<file path="src/hw/rtl/sfr_pkg.sv">
package sfr_pkg;

    localparam int BufferBytes = 256;
    localparam int CntW        = $clog2(BufferBytes);
    localparam int LenW        = 17;

    localparam int QDepth = 4;
    localparam int QPtrW  = $clog2(QDepth);

    localparam logic [15:0] CrcPoly = 16'hA001;
    localparam logic [7:0]  SyncB0  = 8'hAA;
    localparam logic [7:0]  SyncB1  = 8'h55;
    localparam logic [7:0]  SyncB2  = 8'h01;
    localparam logic [LenW-1:0] LenBase = 17'd22;
    localparam int          HdrDonePos = 19;
    localparam int          CapFirst   = 15;

    localparam logic [1:0] StGood   = 2'd0;
    localparam logic [1:0] StCrcErr = 2'd1;
    localparam logic [1:0] StOvf    = 2'd2;

    typedef struct packed {
        logic is_aa;
        logic is_55;
        logic is_01;
    } t_cls;

    typedef struct packed {
        logic [7:0] data;
        t_cls       cls;
    } t_qent;

    function automatic logic [15:0] crc_fold(input logic [15:0] crc, input logic [7:0] b);
        logic [15:0] c;
        c = crc ^ {8'h00, b};
        for (int k = 0; k < 8; k++) begin
            c = c[0] ? ((c >> 1) ^ CrcPoly) : (c >> 1);
        end
        return c;
    endfunction

endpackage

</file>
<file path="src/hw/rtl/sfr_front.sv">
module sfr_front
    import sfr_pkg::*;
(
    input  logic       i_clk,
    input  logic       i_rst_n,
    input  logic       i_s_tvalid,
    output logic       o_s_tready,
    input  logic [7:0] i_s_tdata,
    output logic       o_q_valid,
    output t_qent      o_q_ent,
    input  logic       i_q_pop
);

    t_qent              r_mem [QDepth];
    logic [QPtrW-1:0]   r_wptr, n_wptr;
    logic [QPtrW-1:0]   r_rptr, n_rptr;
    logic [QPtrW:0]     r_cnt, n_cnt;
    logic               push;
    logic               pop;
    t_qent              ent;

    assign o_s_tready = (r_cnt != (QPtrW+1)'(QDepth));
    assign push       = i_s_tvalid && o_s_tready;
    assign o_q_valid  = (r_cnt != '0);
    assign pop        = i_q_pop && o_q_valid;
    assign o_q_ent    = r_mem[r_rptr];

    always_comb begin
        ent.data      = i_s_tdata;
        ent.cls.is_aa = (i_s_tdata == SyncB0);
        ent.cls.is_55 = (i_s_tdata == SyncB1);
        ent.cls.is_01 = (i_s_tdata == SyncB2);
        n_wptr = push ? r_wptr + 1'b1 : r_wptr;
        n_rptr = pop ? r_rptr + 1'b1 : r_rptr;
        n_cnt  = r_cnt + (QPtrW+1)'(push) - (QPtrW+1)'(pop);
    end

    always_ff @(posedge i_clk) begin
        if (!i_rst_n) begin
            r_wptr <= '0;
            r_rptr <= '0;
            r_cnt  <= '0;
        end else begin
            r_wptr <= n_wptr;
            r_rptr <= n_rptr;
            r_cnt  <= n_cnt;
        end
    end

    always_ff @(posedge i_clk) begin
        if (push) begin
            r_mem[r_wptr] <= ent;
        end
    end

endmodule

</file>
<file path="src/hw/rtl/sfr_back.sv">
module sfr_back
    import sfr_pkg::*;
(
    input  logic        i_clk,
    input  logic        i_rst_n,
    input  logic        i_q_valid,
    input  t_qent       i_q_ent,
    output logic        o_q_pop,
    output logic        o_m_tvalid,
    input  logic        i_m_tready,
    output logic [47:0] o_m_tdata,
    output logic        o_m_tlast,
    output logic [1:0]  o_m_tuser
);

    logic [CntW-1:0] r_cnt, n_cnt;
    logic [LenW-1:0] r_len, n_len;
    logic [7:0]      r_prev0, n_prev0, r_prev1, n_prev1;
    logic [7:0]      r_hdr0, n_hdr0, r_hdr1, n_hdr1, r_hdr2, n_hdr2;
    logic [7:0]      r_cap0, n_cap0, r_cap1, n_cap1, r_cap2, n_cap2, r_cap3, n_cap3;
    logic [15:0]     r_crc, n_crc;
    logic            r_o_valid;
    logic [47:0]     r_o_data, n_o_data;
    logic            r_o_last, n_o_last;
    logic [1:0]      r_o_user, n_o_user;

    logic            pop;
    logic            resync;
    logic [CntW-1:0] pos;
    logic [CntW-1:0] cnt_inc;
    logic [7:0]      b;
    logic [15:0]     received;

    assign pop        = i_q_valid && (!r_o_valid || i_m_tready);
    assign o_q_pop    = pop;
    assign o_m_tvalid = r_o_valid;
    assign o_m_tdata  = r_o_data;
    assign o_m_tlast  = r_o_last;
    assign o_m_tuser  = r_o_user;

    always_comb begin
        b        = i_q_ent.data;
        received = {r_prev0, b};
        n_cnt    = r_cnt;
        n_len    = r_len;
        n_prev0  = r_prev0;
        n_prev1  = r_prev1;
        n_hdr0   = r_hdr0;
        n_hdr1   = r_hdr1;
        n_hdr2   = r_hdr2;
        n_cap0   = r_cap0;
        n_cap1   = r_cap1;
        n_cap2   = r_cap2;
        n_cap3   = r_cap3;
        n_crc    = r_crc;
        n_o_last = 1'b0;
        n_o_user = StGood;
        cnt_inc  = '0;

        resync = i_q_ent.cls.is_01 && (r_cnt >= CntW'(2)) &&
                 (r_prev0 == SyncB1) && (r_prev1 == SyncB0);
        pos = r_cnt;
        if (resync) begin
            n_len  = '0;
            n_hdr0 = SyncB0;
            n_hdr1 = SyncB1;
            pos    = CntW'(2);
        end

        n_o_data = {16'h0000, 8'h00, 8'h00, 8'(pos), b};

        if (pos < CntW'(BufferBytes - 1)) begin
            n_crc = (pos < CntW'(4)) ? 16'h0000 : crc_fold(r_crc, r_prev1);
            if (pos == CntW'(0)) n_hdr0 = b;
            if (pos == CntW'(1)) n_hdr1 = b;
            if (pos == CntW'(2)) n_hdr2 = b;
            if (pos == CntW'(CapFirst))     n_cap0 = b;
            if (pos == CntW'(CapFirst + 1)) n_cap1 = b;
            if (pos == CntW'(CapFirst + 2)) n_cap2 = b;
            if (pos == CntW'(CapFirst + 3)) n_cap3 = b;
            n_prev1 = r_prev0;
            n_prev0 = b;
            cnt_inc = pos + 1'b1;
            n_cnt   = cnt_inc;
            if ((cnt_inc == CntW'(HdrDonePos)) && (n_hdr0 == SyncB0) &&
                (n_hdr1 == SyncB1) && (n_hdr2 == SyncB2)) begin
                n_len = LenBase + LenW'({n_cap2, n_cap3});
            end
            if (LenW'(cnt_inc) == n_len) begin
                n_o_last = 1'b1;
                n_o_user = (received == n_crc) ? StGood : StCrcErr;
                n_o_data = {n_cap2, n_cap3, n_cap1, n_cap0, 8'(pos), b};
                n_cnt    = '0;
                n_len    = '0;
            end
        end else begin
            n_o_last = 1'b1;
            n_o_user = StOvf;
            n_cnt    = '0;
            n_len    = '0;
        end
    end

    always_ff @(posedge i_clk) begin
        if (!i_rst_n) begin
            r_cnt     <= '0;
            r_len     <= '0;
            r_prev0   <= '0;
            r_prev1   <= '0;
            r_hdr0    <= '0;
            r_hdr1    <= '0;
            r_hdr2    <= '0;
            r_cap0    <= '0;
            r_cap1    <= '0;
            r_cap2    <= '0;
            r_cap3    <= '0;
            r_crc     <= '0;
            r_o_valid <= 1'b0;
        end else begin
            if (pop) begin
                r_cnt   <= n_cnt;
                r_len   <= n_len;
                r_prev0 <= n_prev0;
                r_prev1 <= n_prev1;
                r_hdr0  <= n_hdr0;
                r_hdr1  <= n_hdr1;
                r_hdr2  <= n_hdr2;
                r_cap0  <= n_cap0;
                r_cap1  <= n_cap1;
                r_cap2  <= n_cap2;
                r_cap3  <= n_cap3;
                r_crc   <= n_crc;
            end
            if (pop) begin
                r_o_valid <= 1'b1;
            end else if (i_m_tready) begin
                r_o_valid <= 1'b0;
            end
        end
    end

    always_ff @(posedge i_clk) begin
        if (pop) begin
            r_o_data <= n_o_data;
            r_o_last <= n_o_last;
            r_o_user <= n_o_user;
        end
    end

endmodule

</file>
<file path="src/hw/rtl/serial_frame_receiver_crc16_unit.sv">
// Framed serial byte receiver with CRC-16/ARC check.
// Slave stream: one received byte per transfer on i_s_tdata.
// Master stream: one result per input byte, in order. o_m_tdata carries the
// echoed byte, its frame index, and flag, command and size of a finished frame
// (zero otherwise). o_m_tlast marks a byte that ends a frame or overflowed;
// o_m_tuser gives the status then (good, CRC error, overflow), zero otherwise.
// Throughput: one byte per cycle while the receiver takes results; the
// per-byte frame update and the byte-wide CRC step are combinational
// logic in the back end. Each byte is written into the queue on its transfer
// edge, and the back end registers its result when it pops that byte.
// A four-entry queue sits between the input side and the frame logic, so the
// input keeps taking bytes while a result waits on a stalled receiver; once
// the queue fills, o_s_tready drops until the receiver takes results again.
// Reset (i_rst_n low, synchronous) empties the queue, drops any pending
// result and clears the frame state: count, length, CRC and held bytes.
module serial_frame_receiver_crc16_unit
    import sfr_pkg::*;
(
    input  logic        i_clk,
    input  logic        i_rst_n,
    input  logic        i_s_tvalid,
    output logic        o_s_tready,
    input  logic [7:0]  i_s_tdata,   // [7:0] rx_byte
    output logic        o_m_tvalid,
    input  logic        i_m_tready,
    // [7:0] data_byte, [15:8] byte_index, [23:16] flag_byte,
    // [31:24] command_code, [47:32] payload_size
    output logic [47:0] o_m_tdata,
    output logic        o_m_tlast,   // frame_done
    output logic [1:0]  o_m_tuser    // [1:0] frame_status
);

    logic  q_valid;
    t_qent q_ent;
    logic  q_pop;

    sfr_front u_front (
        .i_clk      (i_clk),
        .i_rst_n    (i_rst_n),
        .i_s_tvalid (i_s_tvalid),
        .o_s_tready (o_s_tready),
        .i_s_tdata  (i_s_tdata),
        .o_q_valid  (q_valid),
        .o_q_ent    (q_ent),
        .i_q_pop    (q_pop)
    );

    sfr_back u_back (
        .i_clk      (i_clk),
        .i_rst_n    (i_rst_n),
        .i_q_valid  (q_valid),
        .i_q_ent    (q_ent),
        .o_q_pop    (q_pop),
        .o_m_tvalid (o_m_tvalid),
        .i_m_tready (i_m_tready),
        .o_m_tdata  (o_m_tdata),
        .o_m_tlast  (o_m_tlast),
        .o_m_tuser  (o_m_tuser)
    );

endmodule

</file>
<file path="config.mk">
export PLATFORM = sky130hd
export DESIGN_NAME = serial_frame_receiver_crc16_unit
export DESIGN_NICKNAME = d
export VERILOG_FILES = /design/src/hw/rtl/sfr_pkg.sv /design/src/hw/rtl/sfr_front.sv /design/src/hw/rtl/sfr_back.sv /design/src/hw/rtl/serial_frame_receiver_crc16_unit.sv
export SDC_FILE = /design/constraint.sdc
export NUM_CORES = 1
export LEC_CHECK = 0
export BUFFER_PORTS_ARGS = -buffer_cell sky130_fd_sc_hd__buf_4
export CAP_MARGIN = 20
export CORE_MARGIN = 1.5
export CORE_UTILIZATION = 60
export DETAILED_ROUTE_END_ITERATION = 10
export PLACE_DENSITY = 0.79
export SYNTH_ARGS = -nofsm -noshare
export SYNTH_HDL_FRONTEND = slang
export SYNTH_SLANG_ARGS = --single-unit
</file>
<file path="constraint.sdc">
create_clock -name i_clk -period 11.25 [get_ports i_clk]
set_clock_uncertainty 0.2 [all_clocks]
set_input_delay 1.125 -clock i_clk [delete_from_list [all_inputs] [get_ports i_clk]]
set_output_delay 1.125 -clock i_clk [all_outputs]
set_load 0.05 [all_outputs]
</file>
=== After elaboration in Yosys (flattened, before gate mapping) ===
Memories as Yosys holds them, arrays and structs flattened. A register that Yosys moved wholly into a read port is not among the register bits.
Index checks and enable logic that the tools add are counted.
W data, S select, Z words.

* Register bits after elaboration: 172
* Bits in latches: 0
* Memory bits (writable): 44
* Bits in read-only memories: 0
* Input port bits: 12
* Output and inout port bits: 53
* Memories: 1

{| class="wikitable"
|+ Memories
! memory !! words !! bits a word !! read ports !! clocked after memory_dff !! wr ports !! line !! RTL
|-
| u_front.r_mem || 4 || 11 || 1 || 1 || 1 || sfr_front.sv:14 || <nowiki>t_qent r_mem [QDepth];</nowiki>
|}

* Add/subtract/negate cells: 6
* Multiply operators: 0
* Div/mod/pow operators: 0
* Order comparisons: 3
* Eq/ne operators: 18
* Shifts and indexed selects: 0
* Multiplexer cells: 43
* Bitwise logic cells: 9
* Reductions and logical operators: 16

{| class="wikitable"
|+ Operators by type and width
! operator !! count
|-
| $mux W16 || 10
|-
| $mux W8 || 19
|-
| $mux W17 || 5
|-
| $eq A8 B5 Y1 const B || 4
|-
| $eq A8 B1 Y1 const B || 3
|-
| $eq A8 B7 Y1 const B || 3
|-
| $eq A8 B8 Y1 const B || 3
|-
| $not A2 Y3 || 8
|-
| $add A5 B16 Y17 const A || 1
|-
| $eq A8 B17 Y1 || 1
|-
| $eq A16 B16 Y1 || 1
|-
| $xor A16 B8 Y16 || 1
|-
| $logic_and A1 B1 Y1 || 9
|-
| $add A8 B1 Y8 const B || 1
|-
| $eq A8 B2 Y1 const B || 1
|-
| $eq A8 B4 Y1 const B || 1
|-
| $ge A8 B2 Y1 const B || 1
|-
| $logic_not A8 Y1 || 1
|-
| $lt A8 B3 Y1 const B || 1
|-
| $lt A8 B8 Y1 const B || 1
|-
| $mux W1 || 6
|-
| $mux W2 || 3
|-
| $add A2 B1 Y2 const B || 2
|-
| $reduce_and A2 Y1 || 2
|-
| other kinds (7) || 7
|}

=== Depth between registers and ports, before layout ===
Gate-level depths: netlist of the first run.

* Depth after elaboration: 21
* Gate-level depth with buffers: 26
* Gate-level depth less buffers: 21

=== Cells and area by module ===
From an unflattened synthesis of the first run, not the netlist that was laid out.

* Cells, all modules: 1102
* Area total of the unflattened synthesis: 11026.8 sq um

{| class="wikitable"
|+ By module, submodules not included
! module !! instances !! cells an instance !! area each (sq um)
|-
| sfr_back || 1 || 989 || 8892.3
|-
| sfr_front || 1 || 113 || 2134.5
|}

=== Worst setup path after synthesis of the first run ===
No wires, ideal clock.

* Path kind: reg-to-reg
* Start: register u_back.r_prev0[6]
* End: register u_back.r_len[7]
* Setup time: 0.117 ns
* Arrival: 5.568 ns
* Required time: 10.933 ns
* Slack: 5.365 ns
* Cell stages (with the launch flop): 25
* Buffers on the path: 4
* Period minus slack after synthesis: 5.885 ns
* Cells stage by stage: dfxtp_1 nor4bb_1 nand4_1 nor2_1 nand2_1 clkbuf_1 nand2_1 ha_1 clkbuf_1 o2111ai_1 clkbuf_1 a21oi_1 ha_1 nor2b_1 a221oi_2 nor2_1 mux2_2 a21o_1 a21oi_1 o221ai_1 nand4bb_1 a2111oi_2 buf_4 o41ai_4 a22o_1

* Word-level cells in the longest chain between the ends: 16
* Elaborated cells between the ends (all ways): 37
* Those cells by class: add/sub: 2; order compare: 1; eq/ne: 10; mux: 18; reduce/logical: 6

{| class="wikitable"
|+ Ends and longest elaborated chain
! what !! line !! RTL
|-
| from (decl) || sfr_back.sv:18 || <nowiki>logic [7:0] r_prev0, n_prev0, r_prev1, n_prev1;</nowiki>
|-
| from (signal assigned) || sfr_back.sv:123 || <nowiki>r_prev0 <= n_prev0;</nowiki>
|-
| $eq A8 B7 Y1 * || sfr_back.sv:61 || <nowiki>(r_prev0 == SyncB1) && (r_prev1 == SyncB0);</nowiki>
|-
| $logic_and A1 B1 Y1 * || sfr_back.sv:60 || <nowiki>resync = i_q_ent.cls.is_01 && (r_cnt >= CntW'(2)) &&</nowiki>
|-
| $logic_and A1 B1 Y1 * || sfr_back.sv:61 ||
|-
| parallel branches: the longest is 12 deep, another holds $add A5 B16 Y17 || -- ||
|-
| $mux W17 * || sfr_back.sv:72 || <nowiki>if (pos < CntW'(BufferBytes - 1)) begin</nowiki>
|-
| to (signal assigned) || sfr_back.sv:122 || <nowiki>r_len <= n_len;</nowiki>
|-
| to (decl) || sfr_back.sv:17 || <nowiki>logic [LenW-1:0] r_len, n_len;</nowiki>
|}

Mark *: on every way between the ends. The select of a mux whose other input is x is not followed.
A chain may end at the register's enable or synchronous reset.

=== Worst setup path after layout of the first run ===
* Start: register u_back.r_prev1[7]
* End: register u_back.r_o_data[38] (netlist: u_back.o_m_tdata[38]), data pin

* Word-level cells in the longest chain between the ends: 14
* Elaborated cells between the ends (all ways): 35
* Those cells by class: add/sub: 2; order compare: 1; eq/ne: 10; mux: 16; reduce/logical: 6

{| class="wikitable"
|+ Ends and longest elaborated chain
! what !! line !! RTL
|-
| from (decl) || sfr_back.sv:18 ||
|-
| from (signal assigned) || sfr_back.sv:124 || <nowiki>r_prev1 <= n_prev1;</nowiki>
|-
| $eq A8 B8 Y1 * || sfr_back.sv:61 ||
|-
| $logic_and A1 B1 Y1 * || sfr_back.sv:61 ||
|-
| parallel branches: the longest is 12 deep, another holds $add A5 B16 Y17 || -- ||
|-
| to (signal assigned) || sfr_back.sv:144 || <nowiki>r_o_data <= n_o_data;</nowiki>
|-
| to (decl) || sfr_back.sv:23 || <nowiki>logic [47:0] r_o_data, n_o_data;</nowiki>
|}

Marks and branches as above.

==> results of run 1 <==
==> worst min-delay path: stages (launching register included) <==
cell and delay, ns:
dfxtp_1 0.31, nand2_1 0.05, a21boi_0 0.06
==> per-layer routing <==
| metal | track usage (%) | part of all wire (%) | vias to the layer above |
|---|---|---|---|
| met5 | 0 | 0 | - |
| met4 | 10.63 | 2.9 | 0 |
| met3 | 3.866 | 8.1 | 67 |
| met2 | 47.09 | 48 | 413 |
| met1 | 38.45 | 41 | 3942 |
| li1 | - | - | 3901 |
==> cell type report <==
| type | count | area (µm²) |
|---|---|---|
| Fill cell | 1274 | 5086 |
| Clock buffer | 33 | 664.4 |
| Inverter | 31 | 116.4 |
| Clock inverter | 8 | 75.07 |
| Sequential cell | 210 | 5075 |
| Multi-Input combinational cell | 780 | 4927 |
| Tap cell | 220 | 275.3 |
| Timing Repair Buffer | 72 | 540.5 |
==> cells in the mapped netlist, drive strengths merged (5+ instances only) <==
master,n,share of area (%)
buf,10,0.73
a21o,6,0.43
nand3,29,1.4
inv,30,1.1
nor2,86,3.1
nor4,8,0.54
ha,11,1.3
and3,10,0.60
mux4,8,1.7
and2,23,1.4
nand4,8,0.48
edfxtp,87,25
o32ai,5,0.42
a22oi,16,1.2
mux2i,23,2.2
nor3,15,0.72
dfxtp,123,24
o21ai,27,1.3
a21oi,65,3.4
o2bb2ai,8,0.67
nand2,182,6.6
nor2b,29,1.7
o211ai,5,0.36
clkbuf,58,2.1
a21boi,65,4.7
xnor2,56,4.7
nor4bb,5,0.48
xor2,10,0.84
==> through the flow <==
step                      setup WS, ns  std cells  area [µm²]
after detailed placement         3.701       1313       10930
after floorplan                  5.365       1089       10410
after CTS                        3.668       1354       11670
after global placement           4.076       1313       10930
after global routing             2.953       1354       11670
final                            3.469       1354       11670
==> where the power goes <==
part           total (mW)  leakage [nW]  switching, mW  internal (mW)
logic                1.35          1.92          0.966          0.386
clock network       0.734         0.361          0.299          0.435
registers            1.09          1.85         0.0926          0.994
total                3.17          4.13           1.36           1.82
==> registers in the layout, indices dropped and copies added, names as in the netlist, 3 cells and up, named ones only <==
signal	flops
u_back.r_len	17
u_back.r_cnt	8
u_back.r_cap1	8
u_back.r_cap3	8
u_back.r_hdr0	8
u_back.o_m_tdata	48
u_front.r_mem	36
u_back.r_prev0	8
u_back.r_crc	16
u_back.r_hdr1	8
u_back.r_cap2	8
u_back.r_prev1	8
u_front.r_cnt	3
u_back.r_cap0	8
u_back.r_hdr2	8
==> final timing paths <==
kind	end	slack, ns
max reg2reg	u_back.o_m_tdata[38]$_SDFFCE_PN0P_	3.47
max	u_back.o_m_tdata[38]$_SDFFCE_PN0P_	3.47
min	u_back.r_hdr2[7]$_SDFFE_PN0P_	0.27
min reg2reg	u_back.r_hdr2[7]$_SDFFE_PN0P_	0.27
==> logic make-up (layout without fill, tap and decap cells) <==
| logic type | count (synthesis) | count (layout) | synth area share, % |
|---|---|---|---|
| mux | 35 | 35 | 4.376 |
| fa+ha+maj | 12 | 12 | 1.515 |
| simple gates | 421 | 421 | 19.04 |
| flops | 210 | 210 | 48.76 |
| xor+xnor | 66 | 66 | 5.554 |
| compound gates | 246 | 246 | 16.80 |
| buf+inv | 99 | 144 | 3.955 |
==> metrics.md, run 1 <==
| Metric | Value |
|---|---|
| Placer Congestion | `0.9398` |
| CTS resizes | `0` |
| Clock Latency Late Sink | `0.51 ns` |
| Top delay family on crit path | `simple AND/OR/NAND/NOR gates` |
| Status | `finished, final reports clean` |
| Async SR Flop Fraction | `0%` |
| Synth warn | `0` |
| Worst slew pin tran | `0.9646 ns` |
| Area Overhead vs Synth | `12.17%` |
| I/O Pins | `65` |
| Peak supply drop | `308.1 µV` |
| Residual DRC | `0` |
| TritonCTS clock tree | `built` |
| Post CTS Setup Buffer Count | `0` |
| Clock Pin Slew Worst Setup and Hold Paths | `0.06 ns` |
| Detailed Route WL | `25,860 µm` |
| PwrDens | `271.8 nW/µm²` |
| CP required | `11.39 ns` |
| Yosys cell types | `78` |
| Die width | `134.7 µm` |
| Post-CTS Hold Buffers | `0` |
| Rows | `47` |
| Drt initial violations | `911` |
| HP Start | `u_back.r_hdr2[7]$_SDFFE_PN0P_` |
| Total of max-cap violations | `0` |
| Longest Clk Path Bufs | `3` |
| Share of cells above drive strength 1 | `12.35%` |
| Main synth FF type | `dfxtp_1` |
| H-tree depth | `1` |
| Max incr delay on CP | `0.64 ns` |
| Number of routed nets with antenna violations | `0` |
| Worst-path fanout max | `33` |
| Worst R2R Path Depth | `21` |
| Inserted Diodes | `0` |
| CP bufs+invs | `1` |
| Port buffer count | `64` |
| Synthesized area | `10,410 µm²` |
| Total Routing Usage GR | `28.49%` |
| Util after Layout | `69.65%` |
| RSZ-0062 raised after global routing | `false` |
| Leakage | `4.127 nW` |
| Commonest non-fill, non-tap cell in the layout | `nand2_1` |
| Syn Area/Cell | `9.557 µm²` |
| Minimum clock period | `7.781 ns` |
| Slew margin rel. | `35.69%` |
| Power Total | `3.173 mW` |
| Via density | `6.147` |
| Detailed-route via count | `8,323` |
| Period utilisation layout | `69.16%` |
| Final setup vio count | `0` |
| Synth Register Bits | `210` |
| Worst Path Arrival | `7.92 ns` |
| Critical path class | `reg -> reg` |
| Die Ht | `134.7 µm` |
| Hold Crit Class | `reg -> reg` |
| Mapped Cells | `1,089` |
| Sequential area share after synthesis | `48.76%` |
| WP depth | `21` |
| Vias in the first global route | `7,828` |
| CP Launch Type | `flip-flop` |
| TritonCTS buffer count | `23` |
| Worst Setup SP | `u_back.r_prev1[7]$_SDFFE_PN0P_` |
| Hold depth | `2` |
| Final net count | `1,142` |
| Drt wl/cell | `19.10 µm` |
| Initial antenna violation count | `0` |
| CP Cell Sequence | `nor4bb_1 > nand4_1 > nor2_1 > nand2_1 > nand2_1 > ha_1 > o2111a_1 > mux2i_1 > ha_1 > nor2b_1 > a221oi_2 > nor2_1 > mux2_2 > a21o_1 > a21oi_1 > o221ai_1 > nand4bb_1 > a2111oi_2 > buf_4 > nand2_4 > a21oi_1` |
| Post-DP HPWL | `16,880 µm` |
| Final hold violations | `0` |
| Largest net degree at the start of global routing | `82` |
| Initial core utilization | `62.10%` |
| Slowest CP cell | `o2111a_1` |
| First-pass GRT wire length | `40,970 µm` |
| Final worst hold slack | `0.2666 ns` |
| Die area | `18,150 µm²` |
| Grt ovf | `0` |
| Fmax | `128.5 MHz` |
| Number of synthesized flops with an enable pin | `87` |
| Clock Sinks | `210` |
| Syn_nets | `1,113` |
| Commonest cells after routing, fill and taps aside | `nand2_1 (181), dfxtp_1 (123), edfxtp_1 (87)` |
| Root buf cell | `clkbuf_16` |
| Max-slew violation count | `0` |
| Worst setup EP type | `flip-flop` |
| CORE AREA | `16,760 µm²` |
| Drt pass-1 iters | `5` |
| Beginning of the worst register-to-register path | `u_back.r_prev1[7]$_SDFFE_PN0P_` |
| Setup TNS | `0 ns` |
No activity file was read; power rests on OpenSTA's default activity.
==> run 2: changes to the inputs <==
==> constraint.sdc (replaced) <==
create_clock -name i_clk -period 7.69 [get_ports i_clk]
set_clock_uncertainty 0.2 [all_clocks]
set_input_delay 0.769 -clock i_clk [delete_from_list [all_inputs] [get_ports i_clk]]
set_output_delay 0.769 -clock i_clk [all_outputs]
set_load 0.05 [all_outputs]
==> metrics.md, run 2 (synthesis results as in run 1) <==
| Metric | Value |
|---|---|
| TritonCTS clock tree | `built` |
| Clock Pin Slew Worst Setup and Hold Paths | `0.06 ns (about the same)` |
| Met3 GRT Util | `3.791% (-0.075 points)` |
| Clock Power Share | `22.7% (-0.4 points)` |
| Post-CTS Hold Buffers | `0 (unchanged)` |
| Final setup vio count | `0 (unchanged)` |
| GR Util met1 | `37.67% (-0.79 points)` |
| Port buffer count | `64 (unchanged)` |
| Leakage | `4.121 nW (-0.15%)` |
| Initial antenna violation count | `0 (unchanged)` |
| Drt initial violations | `835 (-8.3%)` |
| Die Ht | `134.7 µm (unchanged)` |
| Final hold violations | `0 (unchanged)` |
| Drt wl/cell | `19.12 µm (about the same)` |
| RSZ-0062 raised after global routing | `false` |
| CP required | `7.83 ns (-3.56 ns)` |
| Via density | `6.157 (+0.16%)` |
| Worst setup EP type | `flip-flop` |
| Root buf cell | `clkbuf_16` |
| Vias in the first global route | `7,960 (+1.7%)` |
| Total Routing Usage GR | `28.69% (+0.20 points)` |
| Final Cell Area | `11,670 µm² (about the same)` |
| First-pass GRT wire length | `41,210 µm (+0.61%)` |
| Grt ovf | `0 (unchanged)` |
| Commonest cells after routing, fill and taps aside | `nand2_1 (181), dfxtp_1 (123), edfxtp_1 (87)` |
| Placer Congestion | `0.9380 (-0.19%)` |
| Die area | `18,150 µm² (unchanged)` |
| Share of cells above drive strength 1 | `12.41% (+0.066 points)` |
| Period utilisation layout | `93.84% (+25 points)` |
| Worst slew pin tran | `0.9283 ns (-0.03636 ns)` |
| Seq pwr share | `34.0% (-0.2 points)` |
| Placed Area | `10,960 µm² (+0.21%)` |
| Die width | `134.7 µm (unchanged)` |
| CORE AREA | `16,760 µm² (unchanged)` |
| CP Launch Type | `flip-flop` |
| Fmax | `138.6 MHz (+7.8%)` |
| Status | `finished, final reports clean` |
| Peak supply drop | `409.8 µV (+33%)` |
| Residual DRC | `0 (unchanged)` |
| M2 GR Usage | `47.78% (+0.68 points)` |
| Worst Path Arrival | `7.36 ns (-0.56 ns)` |
| Area Overhead vs Synth | `12.13% (about the same)` |
| Clock Sinks | `210 (unchanged)` |
| Clock Latency Late Sink | `0.51 ns (about the same)` |
| CTS resizes | `0 (unchanged)` |
| Slew margin rel. | `37.89% (+2.2 points)` |
| Power Total | `4.621 mW (+46%)` |
| Initial core utilization | `62.10% (unchanged)` |
| Hold Crit Class | `reg -> reg` |
| Final worst hold slack | `0.2657 ns (-0.0008230 ns)` |
| P_sw | `1.977 mW (+46%)` |
| Largest net degree at the start of global routing | `79 (-3.7%)` |
| Longest Clk Path Bufs | `3 (unchanged)` |
| Switch share | `42.79% (about the same)` |
| Total of max-cap violations | `0 (unchanged)` |
| Minimum clock period | `7.216 ns (-0.5648 ns)` |
| GRT Max-Usage Layer | `met2` |
| Inserted Diodes | `0 (unchanged)` |
| Drt pass-1 iters | `5 (unchanged)` |
| Rows | `47 (unchanged)` |
| Detailed Route WL | `25,920 µm (+0.22%)` |
| PwrDens | `396.0 nW/µm² (+46%)` |
| H-tree depth | `1 (unchanged)` |
| Critical path class | `reg -> reg` |
| Detailed-route via count | `8,349 (+0.31%)` |
| Final net count | `1,144 (+0.18%)` |
| Post-DP HPWL | `17,000 µm (+0.67%)` |
| Max FFs per register | `48 (unchanged)` |
| Post CTS Setup Buffer Count | `0 (unchanged)` |
| TritonCTS buffer count | `22 (-4.3%)` |
| Int Power | `2.644 mW (+46%)` |
| Max-slew violation count | `0 (unchanged)` |
| Comb power frac | `43.3% (+0.7 points)` |
| Number of routed nets with antenna violations | `0 (unchanged)` |
| Setup TNS | `0 ns (unchanged)` |
| Commonest non-fill, non-tap cell in the layout | `nand2_1` |
| I/O Pins | `65 (unchanged)` |
| Worst-path fanout max | `33 (unchanged)` |
==> run 2: worst max-delay path: stages (launching register included) <==
cell	delay, ns
dfxtp_1	0.36
nor4bb_1	0.48
nand4_1	0.49
nor2_1	0.42
nand2_1	0.35
nand2_1	0.30
ha_2	0.41
o2111a_1	0.24
buf_4	0.20
mux2i_1	0.51
ha_1	0.32
nor2b_1	0.08
a221oi_2	0.37
nor2_1	0.11
mux2_2	0.33
a21o_1	0.17
a21oi_1	0.17
o221ai_1	0.14
nand4bb_1	0.25
a2111oi_2	0.37
buf_4	0.26
nand2_4	0.27
a21oi_1	0.23
==> run 2: metrics by stage <==
step,setup WS [ns],cells,utilization (%)
5_1_grt,0.03144,1356,69.63
6_report,0.4738,1356,69.63
4_1_cts,0.5156,1356,69.58
3_5_place_dp,0.5682,1316,65.38
2_1_floorplan,1.805,1089,-
3_3_place_gp,0.7888,1316,65.38
==> run 2: area by class of cell <==
class / count / area (µm²)
flip-flops and latches: 210 / 5075
well taps: 220 / 275.3
clock buffers: 31 / 605.6
repair buffers: 75 / 563.0
multi-input cells: 780 / 4936
clock inverters: 9 / 98.84
fillers: 1288 / 5090
inverters: 31 / 116.4
==> run 2: layer usage <==
layer,up-vias,routed length [µm]
met2,366,12440
met1,4021,10800
met5,-,0
li1,3895,-
met4,0,945
met3,67,1731
==> run 2: final timing paths <==
path                                                           end  slack, ns                      startpoint  depth (start not counted)
worst max-delay path            u_back.o_m_tdata[37]$_SDFFCE_PN0P_       0.47  u_back.r_prev1[7]$_SDFFE_PN0P_                         22
worst min-delay path                 u_back.r_cap1[3]$_SDFFE_PN0P_       0.27   u_back.r_cap1[3]$_SDFFE_PN0P_                          2
worst max register to register  u_back.o_m_tdata[37]$_SDFFCE_PN0P_       0.47  u_back.r_prev1[7]$_SDFFE_PN0P_                         22
worst min register to register       u_back.r_cap1[3]$_SDFFE_PN0P_       0.27   u_back.r_cap1[3]$_SDFFE_PN0P_                          2
==> run 2: power by group through the flow <==
stage	logic, mW	clock network [mW]	registers [mW]
floorplan	0.993	0	2.03
global placement	1.95	0	1.58
detailed placement	1.98	0	1.59
CTS	1.98	1.05	1.57
global route	2.13	1.09	1.60
finish	2.00	1.05	1.57
